File: config.mk
export PLATFORM = sky130hd
export DESIGN_NAME = poisson_blend_rhs_core
export DESIGN_NICKNAME = d
export VERILOG_FILES = /design/src/hw/rtl/pbr_pkg.sv /design/src/hw/rtl/pbr_lane.sv /design/src/hw/rtl/pbr_merge.sv /design/src/hw/rtl/poisson_blend_rhs_core.sv
export SDC_FILE = /design/constraint.sdc
export NUM_CORES = 2
export LEC_CHECK = 0
export BUFFER_PORTS_ARGS = -buffer_cell sky130_fd_sc_hd__buf_2
export CAP_MARGIN = 20
export CORE_ASPECT_RATIO = 0.5
export CORE_MARGIN = 2
export CORE_UTILIZATION = 60
export DETAILED_ROUTE_END_ITERATION = 6
export PLACE_DENSITY = 0.91
export SLEW_MARGIN = 15
export SYNTH_ARGS = -nofsm -noshare
export SYNTH_HDL_FRONTEND = slang
export SYNTH_SLANG_ARGS = --single-unit
File: constraint.sdc
create_clock -name clk -period 13.2 [get_ports clk]
set_input_delay 1.98 -clock clk [delete_from_list [all_inputs] [get_ports clk]]
set_output_delay 1.98 -clock clk [all_outputs]
set_load 0.1 [all_outputs]
File: src/hw/rtl/pbr_pkg.sv
`default_nettype none

package pbr_pkg;

  // Field widths of the pixel words and of the results.
  localparam int PIX_W  = 24;
  localparam int CHAN_W = 8;
  localparam int N_CHAN = 3;
  localparam int N_NB   = 4;
  localparam int FLAG_W = 4;
  localparam int TERM_W = 10;
  localparam int BASE_W = 11;
  localparam int RHS_W  = 12;

  // Packed stream widths, rounded up to whole bytes.
  localparam int IN_FIELDS_W  = 10 * PIX_W + FLAG_W;
  localparam int IN_TDATA_W   = ((IN_FIELDS_W + 7) / 8) * 8;
  localparam int OUT_FIELDS_W = N_CHAN * RHS_W;
  localparam int OUT_TDATA_W  = ((OUT_FIELDS_W + 7) / 8) * 8;

  // Guidance modes.
  localparam logic MODE_LAPLACE = 1'b0;
  localparam logic MODE_MIXED   = 1'b1;

  typedef logic [CHAN_W-1:0] chan_t;
  typedef logic signed [TERM_W-1:0] term_t;
  typedef logic signed [RHS_W-1:0] rhs_t;

  // Control shared by the lanes: pipeline advance and guidance mode.
  typedef struct packed {
    logic en;
    logic mode;
  } lane_ctrl_t;

  // Channel c of a packed 0xRRGGBB pixel; c = 0 is red.
  function automatic chan_t chan(input logic [PIX_W-1:0] pix, input logic [1:0] c);
    chan_t res;
    unique case (c)
      2'd0: res = pix[23:16];
      2'd1: res = pix[15:8];
      default: res = pix[7:0];
    endcase
    return res;
  endfunction

endpackage

`default_nettype wire

File: src/hw/rtl/pbr_lane.sv
`default_nettype none

// One colour channel: neighbour terms in the first stage, their sum in the second.
module pbr_lane (
  input  wire logic                clk,
  input  wire pbr_pkg::lane_ctrl_t ctrl,
  input  wire pbr_pkg::chan_t      s0,
  input  wire pbr_pkg::chan_t      d0,
  input  wire pbr_pkg::chan_t      sn [pbr_pkg::N_NB],
  input  wire pbr_pkg::chan_t      dn [pbr_pkg::N_NB],
  input  wire logic [pbr_pkg::FLAG_W-1:0] flags,
  output pbr_pkg::rhs_t            rhs
);

  pbr_pkg::term_t                      term_next [pbr_pkg::N_NB];
  pbr_pkg::term_t                      term      [pbr_pkg::N_NB];
  logic [pbr_pkg::BASE_W-1:0]          base_next;
  logic [pbr_pkg::BASE_W-1:0]          base;
  pbr_pkg::rhs_t                       rhs_next;

  // Per-neighbour guidance term plus the boundary value where outside the mask.
  always_comb begin
    for (int k = 0; k < pbr_pkg::N_NB; k++) begin
      logic signed [pbr_pkg::CHAN_W:0] ds;
      logic signed [pbr_pkg::CHAN_W:0] dd;
      logic [pbr_pkg::CHAN_W-1:0]      mag_s;
      logic [pbr_pkg::CHAN_W-1:0]      mag_d;
      logic signed [pbr_pkg::CHAN_W:0] guide;
      ds = $signed({1'b0, s0}) - $signed({1'b0, sn[k]});
      dd = $signed({1'b0, d0}) - $signed({1'b0, dn[k]});
      mag_s = ds[pbr_pkg::CHAN_W] ? pbr_pkg::CHAN_W'(-ds) : ds[pbr_pkg::CHAN_W-1:0];
      mag_d = dd[pbr_pkg::CHAN_W] ? pbr_pkg::CHAN_W'(-dd) : dd[pbr_pkg::CHAN_W-1:0];
      if (ctrl.mode == pbr_pkg::MODE_MIXED) begin
        // Ties go to the destination difference.
        guide = (mag_s > mag_d) ? ds : dd;
      end else begin
        guide = -$signed({1'b0, sn[k]});
      end
      term_next[k] = pbr_pkg::TERM_W'(guide);
      if (!flags[k]) begin
        term_next[k] = term_next[k] + $signed({2'b00, dn[k]});
      end
    end
    base_next = (ctrl.mode == pbr_pkg::MODE_LAPLACE) ? {1'b0, s0, 2'b00} : '0;
  end

  // Stage one registers.
  always_ff @(posedge clk) begin
    if (ctrl.en) begin
      term <= term_next;
      base <= base_next;
    end
  end

  // Merge the four terms with the centre base.
  always_comb begin
    rhs_next = $signed({1'b0, base});
    for (int k = 0; k < pbr_pkg::N_NB; k++) begin
      rhs_next = rhs_next + pbr_pkg::RHS_W'(term[k]);
    end
  end

  // Stage two register.
  always_ff @(posedge clk) begin
    if (ctrl.en) begin
      rhs <= rhs_next;
    end
  end

endmodule

`default_nettype wire

File: src/hw/rtl/pbr_merge.sv
`default_nettype none

// Output register with a skid register behind it, so that the input side
// sees a registered ready.
module pbr_merge (
  input  wire logic                           clk,
  input  wire logic                           rst,
  input  wire logic                           push,
  input  wire pbr_pkg::rhs_t                  lane_rhs [pbr_pkg::N_CHAN],
  output logic                                ready,
  output logic                                m_axis_tvalid,
  input  wire logic                           m_axis_tready,
  output logic [pbr_pkg::OUT_TDATA_W-1:0]     m_axis_tdata
);

  logic [pbr_pkg::OUT_TDATA_W-1:0] word_in;
  logic [pbr_pkg::OUT_TDATA_W-1:0] skid;
  logic                            skid_valid;
  logic                            out_free;

  // Pack red, green, blue from the lowest bit up.
  always_comb begin
    word_in = '0;
    for (int c = 0; c < pbr_pkg::N_CHAN; c++) begin
      word_in[c*pbr_pkg::RHS_W +: pbr_pkg::RHS_W] = lane_rhs[c];
    end
  end

  assign out_free = !m_axis_tvalid || m_axis_tready;
  assign ready    = !skid_valid;

  // Valid flags of the output and skid registers.
  always_ff @(posedge clk) begin
    if (rst) begin
      m_axis_tvalid <= 1'b0;
      skid_valid    <= 1'b0;
    end else if (out_free) begin
      m_axis_tvalid <= skid_valid || push;
      skid_valid    <= 1'b0;
    end else if (push) begin
      skid_valid <= 1'b1;
    end
  end

  // Payload registers.
  always_ff @(posedge clk) begin
    if (out_free) begin
      if (skid_valid) begin
        m_axis_tdata <= skid;
      end else if (push) begin
        m_axis_tdata <= word_in;
      end
    end else if (push) begin
      skid <= word_in;
    end
  end

endmodule

`default_nettype wire

File: src/hw/rtl/poisson_blend_rhs_core.sv
`default_nettype none

// Poisson blending right-hand side. Each word carries a masked pixel with its
// four neighbours from source and destination and the inside-mask flags; the
// core returns one word with the red, green and blue right-hand sides. Three
// channel lanes work side by side through two pipeline stages, followed by the
// output register, and one word is taken every clock while s_axis_tready is
// high.
// s_axis_tready drops only while the skid register holds a word, which happens
// when the output has been stalled.
// guidance_mode is written through cfg_wr_en/cfg_wr_data; the user must write it only while the core is idle.
module poisson_blend_rhs_core (
  input  wire logic                               clk,
  input  wire logic                               rst,
  input  wire logic                               cfg_wr_en,
  input  wire logic                               cfg_wr_data,
  input  wire logic                               s_axis_tvalid,
  output logic                                    s_axis_tready,
  // Fields from bit 0: src_center, src_north, src_west, src_east, src_south,
  // dst_center, dst_north, dst_west, dst_east, dst_south (24 bits each),
  // inside_flags (4 bits), zero fill.
  input  wire logic [pbr_pkg::IN_TDATA_W-1:0]     s_axis_tdata,
  output logic                                    m_axis_tvalid,
  input  wire logic                               m_axis_tready,
  // Fields from bit 0: rhs_red, rhs_green, rhs_blue (12 bits signed each), zero fill.
  output logic [pbr_pkg::OUT_TDATA_W-1:0]         m_axis_tdata
);

  logic                              guidance_mode;
  logic                              merge_ready;
  logic                              v1;
  logic                              v2;
  pbr_pkg::lane_ctrl_t               ctrl;
  logic [pbr_pkg::PIX_W-1:0]         src_pix [pbr_pkg::N_NB+1];
  logic [pbr_pkg::PIX_W-1:0]         dst_pix [pbr_pkg::N_NB+1];
  logic [pbr_pkg::FLAG_W-1:0]        inside_flags;
  pbr_pkg::rhs_t                     lane_rhs [pbr_pkg::N_CHAN];

  // Configuration register.
  always_ff @(posedge clk) begin
    if (rst) begin
      guidance_mode <= pbr_pkg::MODE_LAPLACE;
    end else if (cfg_wr_en) begin
      guidance_mode <= cfg_wr_data;
    end
  end

  // Unpack the input word: centre first, then north, west, east, south.
  always_comb begin
    for (int i = 0; i <= pbr_pkg::N_NB; i++) begin
      src_pix[i] = s_axis_tdata[i*pbr_pkg::PIX_W +: pbr_pkg::PIX_W];
      dst_pix[i] = s_axis_tdata[(i+pbr_pkg::N_NB+1)*pbr_pkg::PIX_W +: pbr_pkg::PIX_W];
    end
    inside_flags = s_axis_tdata[10*pbr_pkg::PIX_W +: pbr_pkg::FLAG_W];
  end

  // The whole pipeline advances whenever the output side can take a word.
  assign s_axis_tready = merge_ready;
  assign ctrl.en       = merge_ready;
  assign ctrl.mode     = guidance_mode;

  // Stage valid flags.
  always_ff @(posedge clk) begin
    if (rst) begin
      v1 <= 1'b0;
      v2 <= 1'b0;
    end else if (ctrl.en) begin
      v1 <= s_axis_tvalid;
      v2 <= v1;
    end
  end

  // One lane per colour channel.
  for (genvar c = 0; c < pbr_pkg::N_CHAN; c++) begin : g_lane
    pbr_pkg::chan_t sn [pbr_pkg::N_NB];
    pbr_pkg::chan_t dn [pbr_pkg::N_NB];
    for (genvar k = 0; k < pbr_pkg::N_NB; k++) begin : g_nb
      assign sn[k] = pbr_pkg::chan(src_pix[k+1], 2'(c));
      assign dn[k] = pbr_pkg::chan(dst_pix[k+1], 2'(c));
    end
    pbr_lane u_lane (
      .clk   (clk),
      .ctrl  (ctrl),
      .s0    (pbr_pkg::chan(src_pix[0], 2'(c))),
      .d0    (pbr_pkg::chan(dst_pix[0], 2'(c))),
      .sn    (sn),
      .dn    (dn),
      .flags (inside_flags),
      .rhs   (lane_rhs[c])
    );
  end

  // Output register and skid stage.
  pbr_merge u_merge (
    .clk           (clk),
    .rst           (rst),
    .push          (v2 && ctrl.en),
    .lane_rhs      (lane_rhs),
    .ready         (merge_ready),
    .m_axis_tvalid (m_axis_tvalid),
    .m_axis_tready (m_axis_tready),
    .m_axis_tdata  (m_axis_tdata)
  );

endmodule

`default_nettype wire

======== After elaboration in Yosys (flattened, before gate mapping) ========
Cells that the tools add are included.
word-level totals
  flip-flop bits (word level) ............. 266
  output and inout bits ................... 42
  logic and storage cells ................. 196
operators by class
  reduce and logical (&&, ||, !) cells .... 9
  add/subtract/negate cells ............... 84
  muxes and demuxes ....................... 62
  bitwise gates (word level) .............. 1
  order comparisons ....................... 12
operators with widths
  cell               count
  $mux 9             24
  $sub 8x8->9        24
  $mux 8             24
  $neg 8->8          24
  $add 12x10->12     12
  $add 9x9->10       12
  $mux 10            12
  $neg 8->9          12
  $gt 8x8->1         12
  $mux 36            2
  $reduce_and 2->1   2
  $logic_not 1->1    2
  $logic_or 1x1->1   2
  $reduce_bool 2->1  1
  $reduce_or 2->1    1
  $logic_and 1x1->1  1
  $not 1->1          1

======== Longest topological paths before layout ========
  word-level depth ........................ 8
  mapped depth ............................ 28

======== Hierarchy ========
From an unflattened synthesis, not the netlist that was laid out.
second synthesis, totals
  cells, all modules ...................... 3667
  area, all modules ....................... 33598.5 µm²
modules (own cells, without submodules)
  module                       sequential area each (µm²)  times used  cells an instance  area an instance (µm²)
  pbr_lane (g_lane[2].u_lane)  1801.7                      1           1189               10301.1
  pbr_lane (g_lane[0].u_lane)  1801.7                      1           1159               10238.6
  pbr_lane (g_lane[1].u_lane)  1801.7                      1           1182               10159.7
  pbr_merge                    2202.1                      1           127                2790.2
  poisson_blend_rhs_core       60.1                        1           10                 108.9

======== Worst setup path before layout ========
OpenSTA, ideal clock, no wires.
  kind .................................... in2reg
  start ................................... input s_axis_tdata[120] (netlist bit)
  end ..................................... register g_lane[2].u_lane.term[7] (netlist bit) (data pin)
  stages .................................. 24
  path buffers ............................ 0
  setup time .............................. 0.260 ns
  path slack .............................. 6.118 ns
  data arrival time ....................... 6.822 ns
  path through ............................ inv_1 -> ha_1 -> fa_1 -> nand2b_2 -> or4b_4 -> a2bb2oi_2 -> nor2b_2 -> and2b_1 -> a41oi_1 -> xnor2_1 -> ha_1 -> nand4_1 -> a21oi_1 -> o22ai_4 -> mux2i_1 -> mux2i_1 -> inv_1 -> ha_1 -> a21o_1 -> a211oi_1 -> nor2_1 -> o41ai_1 -> xnor2_1 -> mux2_2
RTL lines
  item                  RTL line                      source
  start, declared       poisson_blend_rhs_core.sv:22  input wire logic [pbr_pkg::IN_TDATA_W-1:0] s_axis_tdata,
  end signal, assigned  pbr_lane.sv:50                term <= term_next;
  end, declared         pbr_lane.sv:16                pbr_pkg::term_t term [pbr_pkg::N_NB];

==> flow_results.org <==
** Floorplan
- The die covers 57600 µm².
- Effective utilization at floorplan :: 60.4%
- Count of standard-cell rows :: 61
- Measured along the y axis, the die boundary spans 171 µm.
- In this run the count of I/O pins placed on the die edge is 296.
- In this run the horizontal extent of the chip is 337 µm.
- Area of the placeable core :: 55300 µm²

** Clock tree
- Counting the buffers created by CTS gives 23.
- After clock tree synthesis, the clock-pin slew on the worst setup and hold paths is 0.07 ns.
- Post-cts hold buffer count :: 0
- For this design, the sink count on the clock tree is 257.
- H-tree Lvls :: 1
- Number of buffers added for setup after CTS :: 0
- In this run, post-CTS repair resized a total of 0 instances.
- Maximum buffer depth of the clock tree :: 3
- Later-pin clock latency in the skew report :: 0.55 ns
- Clock tree from TritonCTS :: yes
- Clock tree root driver cell :: sky130_fd_sc_hd__clkbuf_16

** Synth
- The average instance in the mapped netlist occupies 9.19 µm².
- In the post-synthesis netlist, the biggest area contributors are sky130_fd_sc_hd__edfxtp_1, sky130_fd_sc_hd__ha_1, sky130_fd_sc_hd__fa_1.
- Most common flop cell mapped by yosys :: sky130_fd_sc_hd__edfxtp_1
- Summed over all instances, the cell type with the most area after synthesis is sky130_fd_sc_hd__edfxtp_1.
- Fraction of synthesis flops using an asynchronous set or reset pin :: 0%
- Top cell type's share of synthesized area :: 22.7%
- Seq cells post-synth :: 257
- Post-Synthesis Cell Area :: 33300 µm²
- Unique masters post-synth :: 83
- Yosys synthesis warning count :: 0
- Summing the sequential cell areas from Yosys gives 23.0% of the chip area.
- Number of flops mapped to enable cells by yosys :: 252
- Synthesis produced a netlist whose cell count is 3629.

** Setup path
- Buf+Inv Stages, Crit Path :: 4
- The largest single stage delay on the critical path is 0.55 ns.
- End point of the critical path :: g_lane[1].u_lane.term[28]
- Critical Path Slowest Stage Cell :: sky130_fd_sc_hd__o21ai_1
- The startpoint identified for the worst register-to-register timing path is guidance_mode.
- STA classifies the critical path endpoint as a flip-flop.
- Category of the worst setup path launch point :: primary input
- Logic depth of the worst register-to-register path :: 11
- The critical path is of the primary input to flip-flop type.
- Counting buffers and inverters, the worst setup path is 25 cells deep.
- Critical path's most frequent cell :: sky130_fd_sc_hd__o21ai_0
- Highest fanout seen on the critical path :: 6
- The endpoint identified for the worst register-to-register timing path is g_lane[2].u_lane.term[9].
- Worst reg2reg setup slack :: 8.72 ns
- Data on the critical path is required at its endpoint by 13.54 ns.
- Among cell families on the critical path, the largest total delay comes from compound AO/OA/AOI/OAI gates.
- STA puts the critical path data arrival time at 8.12 ns.
- Timing startpoint of the critical path :: s_axis_tdata[9]

** Route
- Routed wire length :: 98100 µm
- Count of routing violations after the opening detailed-route iteration :: 2734
- Number of DRC violations after detailed routing :: 0
- The routed layout has 29488 vias.
- Detail-routed via count per cell :: 6.31
- In this run the remaining antenna-violating nets after routing total 0.
- Dividing the detail-routed wire length by the instance count gives 21.0 µm.
- The first detailed-routing pass took 6 iterations.

** STA
- Setup repair after global routing left no endpoint under its margin.
- TNS Setup :: 0 ns
- The clock arrives with 0.00845 ns of skew.
- The max-slew violation count is 0.
- Remaining max-slew budget at the tightest pin :: 29.8%
- Timing would allow up to 0.128 GHz.
- Final number of hold-violating endpoints :: 0
- Actual transition at the worst max-transition pin :: 1.05 ns
- The clock period could shrink to 7.79 ns.
- Final count of negative-setup-slack endpoints :: 0
- Final worst-path cycle share :: 59.0%

** Layout
- Final #Nets :: 4730
- Most frequent cells in the layout :: sky130_fd_sc_hd__ha_1, sky130_fd_sc_hd__nor2_1, sky130_fd_sc_hd__a21oi_1
- The filler cells instantiated in the layout total 4299.
- Leaving out fill and tap cells, the most frequent cell in the layout is sky130_fd_sc_hd__ha_1.
- Layout cell share with drive strength beyond 1 :: 13.0%
- Area growth syn-to-layout :: 9.18%
- Area of the multi-input gates :: 24300 µm²
- Once layout is done, the placed cells without fillers occupy 36400 µm².
- Registers take 7670 µm².

** Global routing
- The initial antenna violation count came to 6.
- Number of global-route vias before repair :: 28662
- GR Overflow Total :: 0
- Global routing consumed, over all layers together, 33.5% of the routing resources.
- The first global-routing pass estimated 151000 µm of wire.
- Entering global routing, the biggest net connects 102 pins.

** Place
- Once placement finished, the instance area stood at 35600 µm².
- Placer's final routability congestion estimate :: 0.999
- After legalization and detailed placement, the total HPWL measured 78600 µm.
- During placement, the flow inserted port buffers numbering 287.

** Worst hold path
- The tightest min-delay check is of the flip-flop to flip-flop type.

** Power and ir drop
- Power density cells :: 191 nW/µm²
- Summed over all cells, the static leakage comes to 15.8 nW.
- Across the VDD grid, the largest voltage drop is 167 µV.

** Status
- Status :: complete, no violations

** Flow run
- Across the run, the number of max-cap violations was 0.
## power by group
group	internal, mW	total, mW	switching [mW]
sequential	1.34	1.47	0.130
combinational	2.11	4.76	2.64
clock	0.426	0.743	0.317
## cells by family (layout without fill, tap and decap cells)
| kind of cell | Yosys count | count (layout) | share of synthesized area, % |
|---|---|---|---|
| other | 1 | 8 | 0.0112 |
| buffers and inverters | 353 | 632 | 4.09 |
| AO/OA/AOI/OAI | 927 | 927 | 17.5 |
| flip-flops | 257 | 257 | 23.0 |
| XOR/XNOR | 386 | 386 | 10.2 |
| AND/OR/NAND/NOR | 888 | 888 | 13.0 |
| adder cells (fa/ha/maj) | 582 | 582 | 24.7 |
| multiplexers | 235 | 235 | 7.50 |
## flip-flops by register name, summed over array words and instances, names as in the netlist
name	flops
guidance_mode	1
u_merge.skid_valid	1
v2	1
v1	1
g_lane.u_lane.rhs	36
g_lane.u_lane.term	120
u_merge.m_axis_tdata	36
u_merge.m_axis_tvalid	1
u_merge.skid	36
g_lane.u_lane.base	24
## worst reg2reg max path: stages (launching register included)
cell                       delay [ns]
sky130_fd_sc_hd__dfxtp_4         0.51
sky130_fd_sc_hd__buf_4           0.63
sky130_fd_sc_hd__buf_4           0.71
sky130_fd_sc_hd__mux2i_1         0.41
sky130_fd_sc_hd__inv_1           0.08
sky130_fd_sc_hd__ha_1            0.28
sky130_fd_sc_hd__a21o_1          0.20
sky130_fd_sc_hd__a211oi_1        0.31
sky130_fd_sc_hd__nor2_1          0.11
sky130_fd_sc_hd__o41ai_1         0.43
sky130_fd_sc_hd__o21ai_0         0.14
sky130_fd_sc_hd__a21boi_1        0.39
## cells in the mapped netlist (106+ instances only)
library cell               count
sky130_fd_sc_hd__a21oi_1     302
sky130_fd_sc_hd__edfxtp_1    252
sky130_fd_sc_hd__fa_1        126
sky130_fd_sc_hd__ha_1        456
sky130_fd_sc_hd__inv_1       283
sky130_fd_sc_hd__mux2_2      108
sky130_fd_sc_hd__mux2i_1     117
sky130_fd_sc_hd__nand2_1     106
sky130_fd_sc_hd__nor2_1      328
sky130_fd_sc_hd__o21ai_0     166
sky130_fd_sc_hd__xnor2_1     211
sky130_fd_sc_hd__xor2_1      174
## how the worst min path moves through the flow
stage                                   from                to  slack [ns]  cells past startpoint
floorplan            g_lane[0].u_lane.rhs[0]   u_merge.skid[0]        0.42                      0
global placement     g_lane[1].u_lane.rhs[9]  u_merge.skid[21]        0.43                      0
detailed placement  g_lane[1].u_lane.rhs[10]  u_merge.skid[22]        0.43                      0
CTS                  g_lane[1].u_lane.rhs[0]  u_merge.skid[12]        0.45                      0
global route        g_lane[1].u_lane.rhs[10]  u_merge.skid[22]        0.46                      0
finish               g_lane[1].u_lane.rhs[9]  u_merge.skid[21]        0.45                      0
## per-stage QoR
step / instances / setup WS, ns / hold WS [ns] / utilization [%] / power [mW]
6_report: 4671 / 5.41 / 0.450 / 65.9 / 6.97
5_1_grt: 4671 / 5.12 / 0.456 / 65.9 / 7.50
4_1_cts: 4664 / 5.41 / 0.449 / 65.8 / 6.88
3_5_place_dp: 4622 / 4.91 / 0.433 / 64.4 / 6.08
3_3_place_gp: 4622 / 5.06 / 0.427 / 64.4 / 5.79
2_1_floorplan: 3632 / 6.12 / 0.422 / - / 4.99
## cell type report
| cell class | count | share of cell area, % |
|---|---|---|
| inverters | 288 | 2.98 |
| diodes | 4 | 0.0275 |
| flip-flops and latches | 257 | 21.1 |
| clock buffers | 33 | 1.79 |
| repair buffers | 302 | 4.25 |
| well taps | 756 | 2.60 |
| multi-input cells | 3022 | 66.8 |
| clock inverters | 9 | 0.440 |
## routing by layer
| layer | track usage (%) | routed length (µm) | vias to the layer above |
|---|---|---|---|
| li1 | - | - | 13729 |
| met1 | 42.7 | 38700 | 13972 |
| met2 | 55.6 | 44600 | 1417 |
| met3 | 4.83 | 8930 | 366 |
| met4 | 17.7 | 5750 | 4 |
| met5 | 0 | 32 | - |
(Power assumes the default switching activity.)
